==> src/rtl/rtd_pkg.sv <==
package rtd_pkg;

	localparam int unsigned MAX_TASKS = 8;
	localparam int unsigned QIDX_W    = $clog2(MAX_TASKS);
	localparam int unsigned QCNT_W    = $clog2(MAX_TASKS + 1);
	localparam int unsigned PADDR_W   = 3;

	// request kinds
	localparam logic [1:0] REQ_READY = 2'd0;
	localparam logic [1:0] REQ_TICK  = 2'd1;
	localparam logic [1:0] REQ_DONE  = 2'd2;

	// scheduling policies
	localparam logic [1:0] POL_FIFO = 2'd0;
	localparam logic [1:0] POL_EDF  = 2'd1;
	localparam logic [1:0] POL_RM   = 2'd2;

	// result actions
	localparam logic [1:0] ACT_NONE     = 2'd0;
	localparam logic [1:0] ACT_DISPATCH = 2'd1;
	localparam logic [1:0] ACT_PREEMPT  = 2'd2;
	localparam logic [1:0] ACT_OVERFLOW = 2'd3;

	// register map
	localparam logic [PADDR_W-1:0] ADDR_POLICY = 3'd0;

	typedef struct packed {
		logic [1:0]  req_type;
		logic [2:0]  task_id;
		logic [31:0] deadline;
		logic [15:0] period;
	} req_t;

	typedef struct packed {
		logic [1:0] action;
		logic [2:0] out_task;
	} rsp_t;

	typedef struct packed {
		logic [2:0]  task_id;
		logic [31:0] deadline;
		logic [15:0] period;
	} entry_t;

endpackage

==> src/rtl/rtd_qmem.sv <==
module rtd_qmem (
	input  logic                          clk,
	input  logic                          we,
	input  logic [rtd_pkg::QIDX_W-1:0]    waddr,
	input  rtd_pkg::entry_t               wdata,
	input  logic [rtd_pkg::QIDX_W-1:0]    raddr,
	output rtd_pkg::entry_t               rdata
);

	rtd_pkg::entry_t mem_q [rtd_pkg::MAX_TASKS];
	rtd_pkg::entry_t rdata_q;

	always_ff @(posedge clk) begin
		if (we) begin
			mem_q[waddr] <= wdata;
		end
	end

	always_ff @(posedge clk) begin
		rdata_q <= mem_q[raddr];
	end

	assign rdata = rdata_q;

endmodule

==> src/rtl/rtd_sched.sv <==
module rtd_sched (
	input  logic            clk,
	input  logic            arst_n,
	input  logic [1:0]      policy,
	input  logic            req_valid,
	output logic            req_ready,
	input  rtd_pkg::req_t   req_data,
	output logic            res_valid,
	input  logic            res_ready,
	output rtd_pkg::rsp_t   res_data
);

	localparam logic [2:0] ST_IDLE   = 3'd0;
	localparam logic [2:0] ST_SCAN   = 3'd1;
	localparam logic [2:0] ST_DECIDE = 3'd2;
	localparam logic [2:0] ST_SHIFT  = 3'd3;
	localparam logic [2:0] ST_RESP   = 3'd4;

	logic [2:0]                   state_q;
	logic [rtd_pkg::QCNT_W-1:0]   count_q;
	logic [rtd_pkg::QIDX_W-1:0]   ptr_q;
	logic [rtd_pkg::QIDX_W-1:0]   best_idx_q;
	logic [31:0]                  best_key_q;
	rtd_pkg::entry_t              best_ent_q;
	logic                         run_valid_q;
	rtd_pkg::entry_t              run_ent_q;
	rtd_pkg::rsp_t                res_q;

	logic                         mem_we;
	logic [rtd_pkg::QIDX_W-1:0]   mem_waddr;
	rtd_pkg::entry_t              mem_wdata;
	logic [rtd_pkg::QIDX_W-1:0]   mem_raddr;
	rtd_pkg::entry_t              mem_rdata;

	logic                         fifo;
	logic                         by_period;
	logic                         accept;
	logic                         tick_go;
	logic [31:0]                  scan_key;
	logic [31:0]                  run_key;
	logic                         scan_take;
	logic                         scan_last;
	logic [rtd_pkg::QCNT_W-1:0]   ptr_inc;
	logic [rtd_pkg::QCNT_W-1:0]   ptr_inc2;
	logic [rtd_pkg::QCNT_W-1:0]   best_inc;
	logic [rtd_pkg::QCNT_W-1:0]   count_dec;

	rtd_qmem u_qmem (
		.clk   (clk),
		.we    (mem_we),
		.waddr (mem_waddr),
		.wdata (mem_wdata),
		.raddr (mem_raddr),
		.rdata (mem_rdata)
	);

	assign fifo      = (policy == rtd_pkg::POL_FIFO);
	assign by_period = (policy == rtd_pkg::POL_RM);
	assign req_ready = (state_q == ST_IDLE);
	assign accept    = req_valid && req_ready;
	assign tick_go   = (count_q != '0) &&
	                   ((policy == rtd_pkg::POL_EDF) || (policy == rtd_pkg::POL_RM) ||
	                    (fifo && !run_valid_q));

	assign scan_key  = by_period ? {16'd0, mem_rdata.period} : mem_rdata.deadline;
	assign run_key   = by_period ? {16'd0, run_ent_q.period} : run_ent_q.deadline;
	assign ptr_inc   = {1'b0, ptr_q} + rtd_pkg::QCNT_W'(1);
	assign ptr_inc2  = {1'b0, ptr_q} + rtd_pkg::QCNT_W'(2);
	assign best_inc  = {1'b0, best_idx_q} + rtd_pkg::QCNT_W'(1);
	assign count_dec = count_q - rtd_pkg::QCNT_W'(1);
	// earliest position wins ties: only a strictly smaller key replaces
	assign scan_take = (ptr_q == '0) || (scan_key < best_key_q);
	assign scan_last = fifo || (ptr_inc == count_q);

	assign res_valid = (state_q == ST_RESP);
	assign res_data  = res_q;

	always_comb begin
		mem_we    = 1'b0;
		mem_waddr = count_q[rtd_pkg::QIDX_W-1:0];
		mem_wdata = '{task_id: req_data.task_id, deadline: req_data.deadline,
		              period: req_data.period};
		mem_raddr = '0;
		case (state_q)
			ST_IDLE: begin
				if (accept && req_data.req_type == rtd_pkg::REQ_READY &&
				    count_q < rtd_pkg::QCNT_W'(rtd_pkg::MAX_TASKS)) begin
					mem_we = 1'b1;
				end
			end
			ST_SCAN: begin
				mem_raddr = ptr_inc[rtd_pkg::QIDX_W-1:0];
			end
			ST_DECIDE: begin
				mem_raddr = best_inc[rtd_pkg::QIDX_W-1:0];
			end
			ST_SHIFT: begin
				mem_we    = 1'b1;
				mem_waddr = ptr_q;
				mem_wdata = mem_rdata;
				mem_raddr = ptr_inc2[rtd_pkg::QIDX_W-1:0];
			end
			default: begin
			end
		endcase
	end

	always_ff @(posedge clk or negedge arst_n) begin
		if (!arst_n) begin
			state_q     <= ST_IDLE;
			count_q     <= '0;
			run_valid_q <= 1'b0;
			run_ent_q   <= '0;
		end else begin
			case (state_q)
				ST_IDLE: begin
					if (accept) begin
						case (req_data.req_type)
							rtd_pkg::REQ_READY: begin
								if (count_q < rtd_pkg::QCNT_W'(rtd_pkg::MAX_TASKS)) begin
									count_q <= count_q + rtd_pkg::QCNT_W'(1);
								end
								state_q <= ST_RESP;
							end
							rtd_pkg::REQ_DONE: begin
								run_valid_q <= 1'b0;
								state_q     <= ST_RESP;
							end
							rtd_pkg::REQ_TICK: begin
								state_q <= tick_go ? ST_SCAN : ST_RESP;
							end
							default: begin
								state_q <= ST_RESP;
							end
						endcase
					end
				end
				ST_SCAN: begin
					if (scan_last) begin
						state_q <= ST_DECIDE;
					end
				end
				ST_DECIDE: begin
					if (fifo || !run_valid_q) begin
						run_valid_q <= 1'b1;
						run_ent_q   <= best_ent_q;
						count_q     <= count_dec;
						state_q     <= (best_inc < count_q) ? ST_SHIFT : ST_RESP;
					end else begin
						state_q <= ST_RESP;
					end
				end
				ST_SHIFT: begin
					if (!(ptr_inc < count_q)) begin
						state_q <= ST_RESP;
					end
				end
				ST_RESP: begin
					if (res_ready) begin
						state_q <= ST_IDLE;
					end
				end
				default: begin
					state_q <= ST_IDLE;
				end
			endcase
		end
	end

	always_ff @(posedge clk) begin
		case (state_q)
			ST_IDLE: begin
				ptr_q <= '0;
				res_q <= '{action: rtd_pkg::ACT_NONE, out_task: 3'd0};
				if (accept && req_data.req_type == rtd_pkg::REQ_READY &&
				    !(count_q < rtd_pkg::QCNT_W'(rtd_pkg::MAX_TASKS))) begin
					res_q <= '{action: rtd_pkg::ACT_OVERFLOW, out_task: 3'd0};
				end
			end
			ST_SCAN: begin
				if (scan_take) begin
					best_key_q <= scan_key;
					best_idx_q <= ptr_q;
					best_ent_q <= mem_rdata;
				end
				ptr_q <= ptr_inc[rtd_pkg::QIDX_W-1:0];
			end
			ST_DECIDE: begin
				ptr_q <= best_idx_q;
				if (fifo || !run_valid_q) begin
					res_q <= '{action: rtd_pkg::ACT_DISPATCH, out_task: best_ent_q.task_id};
				end else if (best_key_q < run_key) begin
					res_q <= '{action: rtd_pkg::ACT_PREEMPT, out_task: best_ent_q.task_id};
				end
			end
			ST_SHIFT: begin
				ptr_q <= ptr_inc[rtd_pkg::QIDX_W-1:0];
			end
			default: begin
			end
		endcase
	end

endmodule

==> src/rtl/realtime_task_dispatcher.sv <==
// channel   | direction | handshake                  | payload
// ----------+-----------+----------------------------+---------------------------------
// req       | in        | req_valid / req_ready      | req_data (req_type, task_id, ...)
// rsp       | out       | rsp_valid / rsp_ready      | rsp_data (action, out_task)
// apb       | in        | psel / penable / pready    | paddr, pwdata, prdata (policy)
//
// ready and done requests go straight to the result state; a tick's length is set by
// the single read port of the queue memory: one read per cycle for the
// minimum scan, then one read-write per cycle to close the gap left by the dispatched entry
// one request is in flight at a time; rsp has its own output register so a new request
// is taken while a result waits for rsp_ready
// arst_n clears the queue count, the running task and the policy; queue memory is not cleared
module realtime_task_dispatcher (
	input  logic                         clk,
	input  logic                         arst_n,
	// request channel
	input  logic                         req_valid,
	output logic                         req_ready,
	input  rtd_pkg::req_t                req_data,
	// result channel
	output logic                         rsp_valid,
	input  logic                         rsp_ready,
	output rtd_pkg::rsp_t                rsp_data,
	// configuration port
	input  logic                         psel,
	input  logic                         penable,
	input  logic                         pwrite,
	input  logic [rtd_pkg::PADDR_W-1:0]  paddr,
	input  logic [31:0]                  pwdata,
	output logic [31:0]                  prdata,
	output logic                         pready
);

	logic [1:0]     policy_q;
	logic           rsp_valid_q;
	rtd_pkg::rsp_t  rsp_q;
	logic           res_valid;
	logic           res_ready;
	rtd_pkg::rsp_t  res_data;
	logic           cfg_wr;

	// register file: single policy register at offset zero
	assign pready = 1'b1;
	assign cfg_wr = psel && penable && pwrite && pready;
	assign prdata = (paddr == rtd_pkg::ADDR_POLICY) ? {30'd0, policy_q} : 32'd0;

	always_ff @(posedge clk or negedge arst_n) begin
		if (!arst_n) begin
			policy_q <= rtd_pkg::POL_FIFO;
		end else if (cfg_wr && paddr == rtd_pkg::ADDR_POLICY) begin
			policy_q <= pwdata[1:0];
		end
	end

	// scheduler core with queue memory and running task
	rtd_sched u_sched (
		.clk       (clk),
		.arst_n    (arst_n),
		.policy    (policy_q),
		.req_valid (req_valid),
		.req_ready (req_ready),
		.req_data  (req_data),
		.res_valid (res_valid),
		.res_ready (res_ready),
		.res_data  (res_data)
	);

	// output register: loads when empty or when the held result is taken
	assign res_ready = !rsp_valid_q || rsp_ready;

	always_ff @(posedge clk or negedge arst_n) begin
		if (!arst_n) begin
			rsp_valid_q <= 1'b0;
		end else if (res_ready) begin
			rsp_valid_q <= res_valid;
		end
	end

	always_ff @(posedge clk) begin
		if (res_ready && res_valid) begin
			rsp_q <= res_data;
		end
	end

	assign rsp_valid = rsp_valid_q;
	assign rsp_data  = rsp_q;

endmodule

==> config.mk <==
export PLATFORM = sky130hd
export DESIGN_NAME = realtime_task_dispatcher
export DESIGN_NICKNAME = d
export VERILOG_FILES = /design/src/rtl/rtd_pkg.sv /design/src/rtl/rtd_qmem.sv /design/src/rtl/rtd_sched.sv /design/src/rtl/realtime_task_dispatcher.sv
export SDC_FILE = /design/constraint.sdc
export NUM_CORES = 1
export LEC_CHECK = 0
export ABC_AREA = 1
export BUFFER_PORTS_ARGS = -buffer_cell sky130_fd_sc_hd__buf_2
export CORE_MARGIN = 10
export CORE_UTILIZATION = 50
export CTS_BUF_LIST = sky130_fd_sc_hd__clkbuf_16
export CTS_CLUSTER_DIAMETER = 120
export DETAILED_ROUTE_END_ITERATION = 8
export PLACE_DENSITY_LB_ADDON = 0.2
export SETUP_SLACK_MARGIN = 0.3
export SLEW_MARGIN = 5
export SYNTH_ARGS = -nofsm -noshare
export SYNTH_HDL_FRONTEND = slang
export SYNTH_HIERARCHICAL = 1
export SYNTH_SLANG_ARGS = --single-unit
==> constraint.sdc <==
create_clock -name clk -period 10.1 [get_ports clk]
set_input_delay 2.02 -clock clk [delete_from_list [all_inputs] [get_ports clk]]
set_output_delay 2.02 -clock clk [all_outputs]
set_load 0.02 [all_outputs]
==> run_results.csv <==
group,metric,value,unit
outcome,outcome,"finished clean",
finish,area_growth,9.66,%
clocking,cts.sinks,617,
finish,layout_common_cells,"nand2_1 (1,015), inv_1 (544), edfxtp_1 (507)",
sta,relSlewSlack,24.4,%
route,antenna_left,0,
clocking,cts_resized,0,
sta,period_minus_slack,4.59,ns
floorplanning,rows,86,
yosys,synth.avg_cell_area,9.82,sq um
finish,final_common_cell,"nand2_1",
clocking,postCtsSetupBuffers,0,
route,vias_per_cell,5.08,
route,vias,18400,
setup_path,crit_type,"input port to output pin",
finish,nNetsFinal,3037,
clocking,clockBufferDepth,3,
sta,rsz0062_at_grt,"no",
setup_path,cp.arrival,2.57,ns
setup_path,worstSetupStartpointType,"input port",
finish,drive_gt1_share,6.79,%
route,wl_per_cell,17.7,microns
yosys,synth_seq_cells,617,
setup_path,worst_path_most_repeated_cell,"buf_2",
sta,worst_pin_slew,1.13,ns
setup_path,regToRegStartpoint,"u_sched/state_q[1]",
placement,dp_hpwl,35400,microns
setup_path,crit_path_end,"prdata[1]",
route,drtIter0Drc,1420,
yosys,synth_area,27600,sq um
setup_path,worst_path_max_delay_cell,"buf_2",
route,drc,0,
setup_path,path_buf_inv,2,
route,dr.pass1.iters,6,
sta,slew_viol_final,0,
sta,setup_violations,0,
floorplanning,start_util,50.3,%
clocking,cts.clk_slew.worst_paths,0.06,ns
sta,whs,0.422,ns
global_route,grt_first_pass_wirelength,99900,microns
yosys,yosys_most_used_dff,"edfxtp_1",
global_route,grt_antenna_before_repair,1,
sta,hold_violations,0,
global_route,grt.total_usage,19.9,%
power_and_ir_drop,powerDensity,241,nW/um^2
global_route,grt_pass1_vias,18000,
yosys,synth-seq-area-share,64.1,%
yosys,synth_edf_count,507,
power_and_ir_drop,vdd_drop_max,187,uV
sta,finalSetupTns,0,ns
sta,fin_crit_sh,45.5,%
global_route,grt-ovfl-total,0,
clocking,numCtsBuffers,61,
setup_path,crit_start,"paddr[1]",
floorplanning,core_area,54900,sq um
placement,io_buffers,73,
yosys,async_flop_share,9.56,%
setup_path,r2r-end,"u_sched/u_qmem/rdata[10]",
setup_path,critPathCaptureType,"output pin",
yosys,netlist_instances,2813,
clocking,cts_tree,"yes",
route,wl,64100,microns
global_route,grt_max_degree,206,
sta,fin_ws,5.51,ns
setup_path,cp.depth,5,
min_path,hold_depth,0,
clocking,htreeDepth,2,
setup_path,r2r.worst_path.cells,14,
floorplanning,die_y,255,microns
setup_path,crit_chain,"buf_2 > nor2_2 > nand2_2 > nor2_1 > buf_2",
setup_path,required,8.08,ns
floorplanning,dieArea,65100,sq um
sta,fmax,218,MHz
placement,pre_cts_ws,5.36,ns
power_and_ir_drop,power.leakage,0.0141,uW
finish,num_antenna_cells,0,
setup_path,slowest_delay,0.17,ns
yosys,ys_types,41,
setup_path,crit_family,"buffers and inverters",
clocking,ctsHoldBuffers,0,
setup_path,path_max_fanout,4,
setup_path,regToRegSetupSlack,6.14,ns
placement,gp_congestion,0.826,
clocking,insertion_delay,0.62,ns
floorplanning,io_pins,135,
yosys,synth_warnings,6,
min_path,hp-class,"flip-flop to flip-flop",
clocking,cts_root_buffer,"clkbuf_16",
floorplanning,fp.dieW,255,microns
flow_run,cap_violations,0,
sta,skew,0.0116,ns
power_and_ir_drop,power,7290,uW
[report_power, final]
| group | internal, uW | total (uW) | switching (uW) |
|---|---|---|---|
| combinational | 558 | 1790 | 1230 |
| sequential | 3200 | 3420 | 222 |
| clock | 1150 | 2070 | 923 |
[routing by layer]
layer	track usage [%]	share of wire, %	vias up
met1	25.9	43	8845
met3	2.66	5.8	107
met5	0	0.016	-
li1	-	-	8928
met2	34.2	49	502
met4	6.38	2.6	2
[cell type report]
class | count | area, sq um
fillers | 4713 | 24600
flip-flops and latches | 617 | 17700
multi-input cells | 1559 | 7320
inverters | 527 | 1990
clock buffers | 62 | 1550
well taps | 704 | 881
repair buffers | 97 | 558
clock inverters | 53 | 277
[cells by family (layout without fill, tap and decap cells)]
kind of cell / Yosys count / count (layout) / share of synthesized area (%)
buf+inv: 666 / 739 / 10.2
fa+ha+maj: 79 / 79 / 3.61
compound gates: 125 / 125 / 2.44
other cells: 2 / 31 / 0.0272
flops: 617 / 617 / 64.1
xor+xnor: 6 / 6 / 0.190
mux: 15 / 15 / 0.543
simple gates: 1303 / 1303 / 18.9
[state kept, by name, summed over array words and instances (netlist names)]
signal	count
u_sched/best_ent_q	51
u_sched/res_data	5
policy_q	2
u_sched/u_qmem/mem_q	408
rsp_valid	1
u_sched/u_qmem/rdata	51
u_sched/run_valid_q	1
u_sched/ptr_q	3
u_sched/state_q	3
u_sched/run_ent_q	48
u_sched/best_key_q	32
u_sched/best_idx_q	3
rsp_data	5
u_sched/count_q	4
[how the worst min path moves through the flow]
stage	from	end	slack, ns
final	u_sched/res_data[3]	rsp_data[3]	0.42
after global routing	u_sched/u_qmem/rdata[45]	u_sched/best_ent_q[45]	0.44
after CTS	u_sched/res_data[4]	rsp_data[4]	0.42
after detailed placement	u_sched/res_data[4]	rsp_data[4]	0.41
after global placement	u_sched/res_data[4]	rsp_data[4]	0.40
after floorplan	u_sched/res_data[0]	rsp_data[0]	0.40
[cell usage after synthesis (8+ instances only)]
| master | instances | area share, % |
|---|---|---|
| nand2_1 | 1016 | 14 |
| inv_1 | 519 | 7.1 |
| edfxtp_1 | 507 | 55 |
| nand3_1 | 214 | 3.9 |
| ha_1 | 78 | 3.5 |
| o21ai_0 | 67 | 1.2 |
| buf_4 | 63 | 1.7 |
| dfrtp_1 | 59 | 5.3 |
| dfxtp_1 | 51 | 3.7 |
| nor2_1 | 51 | 0.69 |
| a21oi_1 | 38 | 0.69 |
| buf_2 | 35 | 0.63 |
| clkbuf_1 | 30 | 0.41 |
| mux2i_1 | 15 | 0.54 |
| buf_1 | 8 | 0.11 |
[through the flow]
step           instances  area, sq um  utilization (%)
3_3_place_gp        3504        28500             51.9
4_1_cts             3619        30300             55.2
3_5_place_dp        3504        28500             51.9
6_report            3619        30300             55.2
5_1_grt             3619        30300             55.2
2_1_floorplan       2842        27700                -
Power figures use the tool's default switching activity.
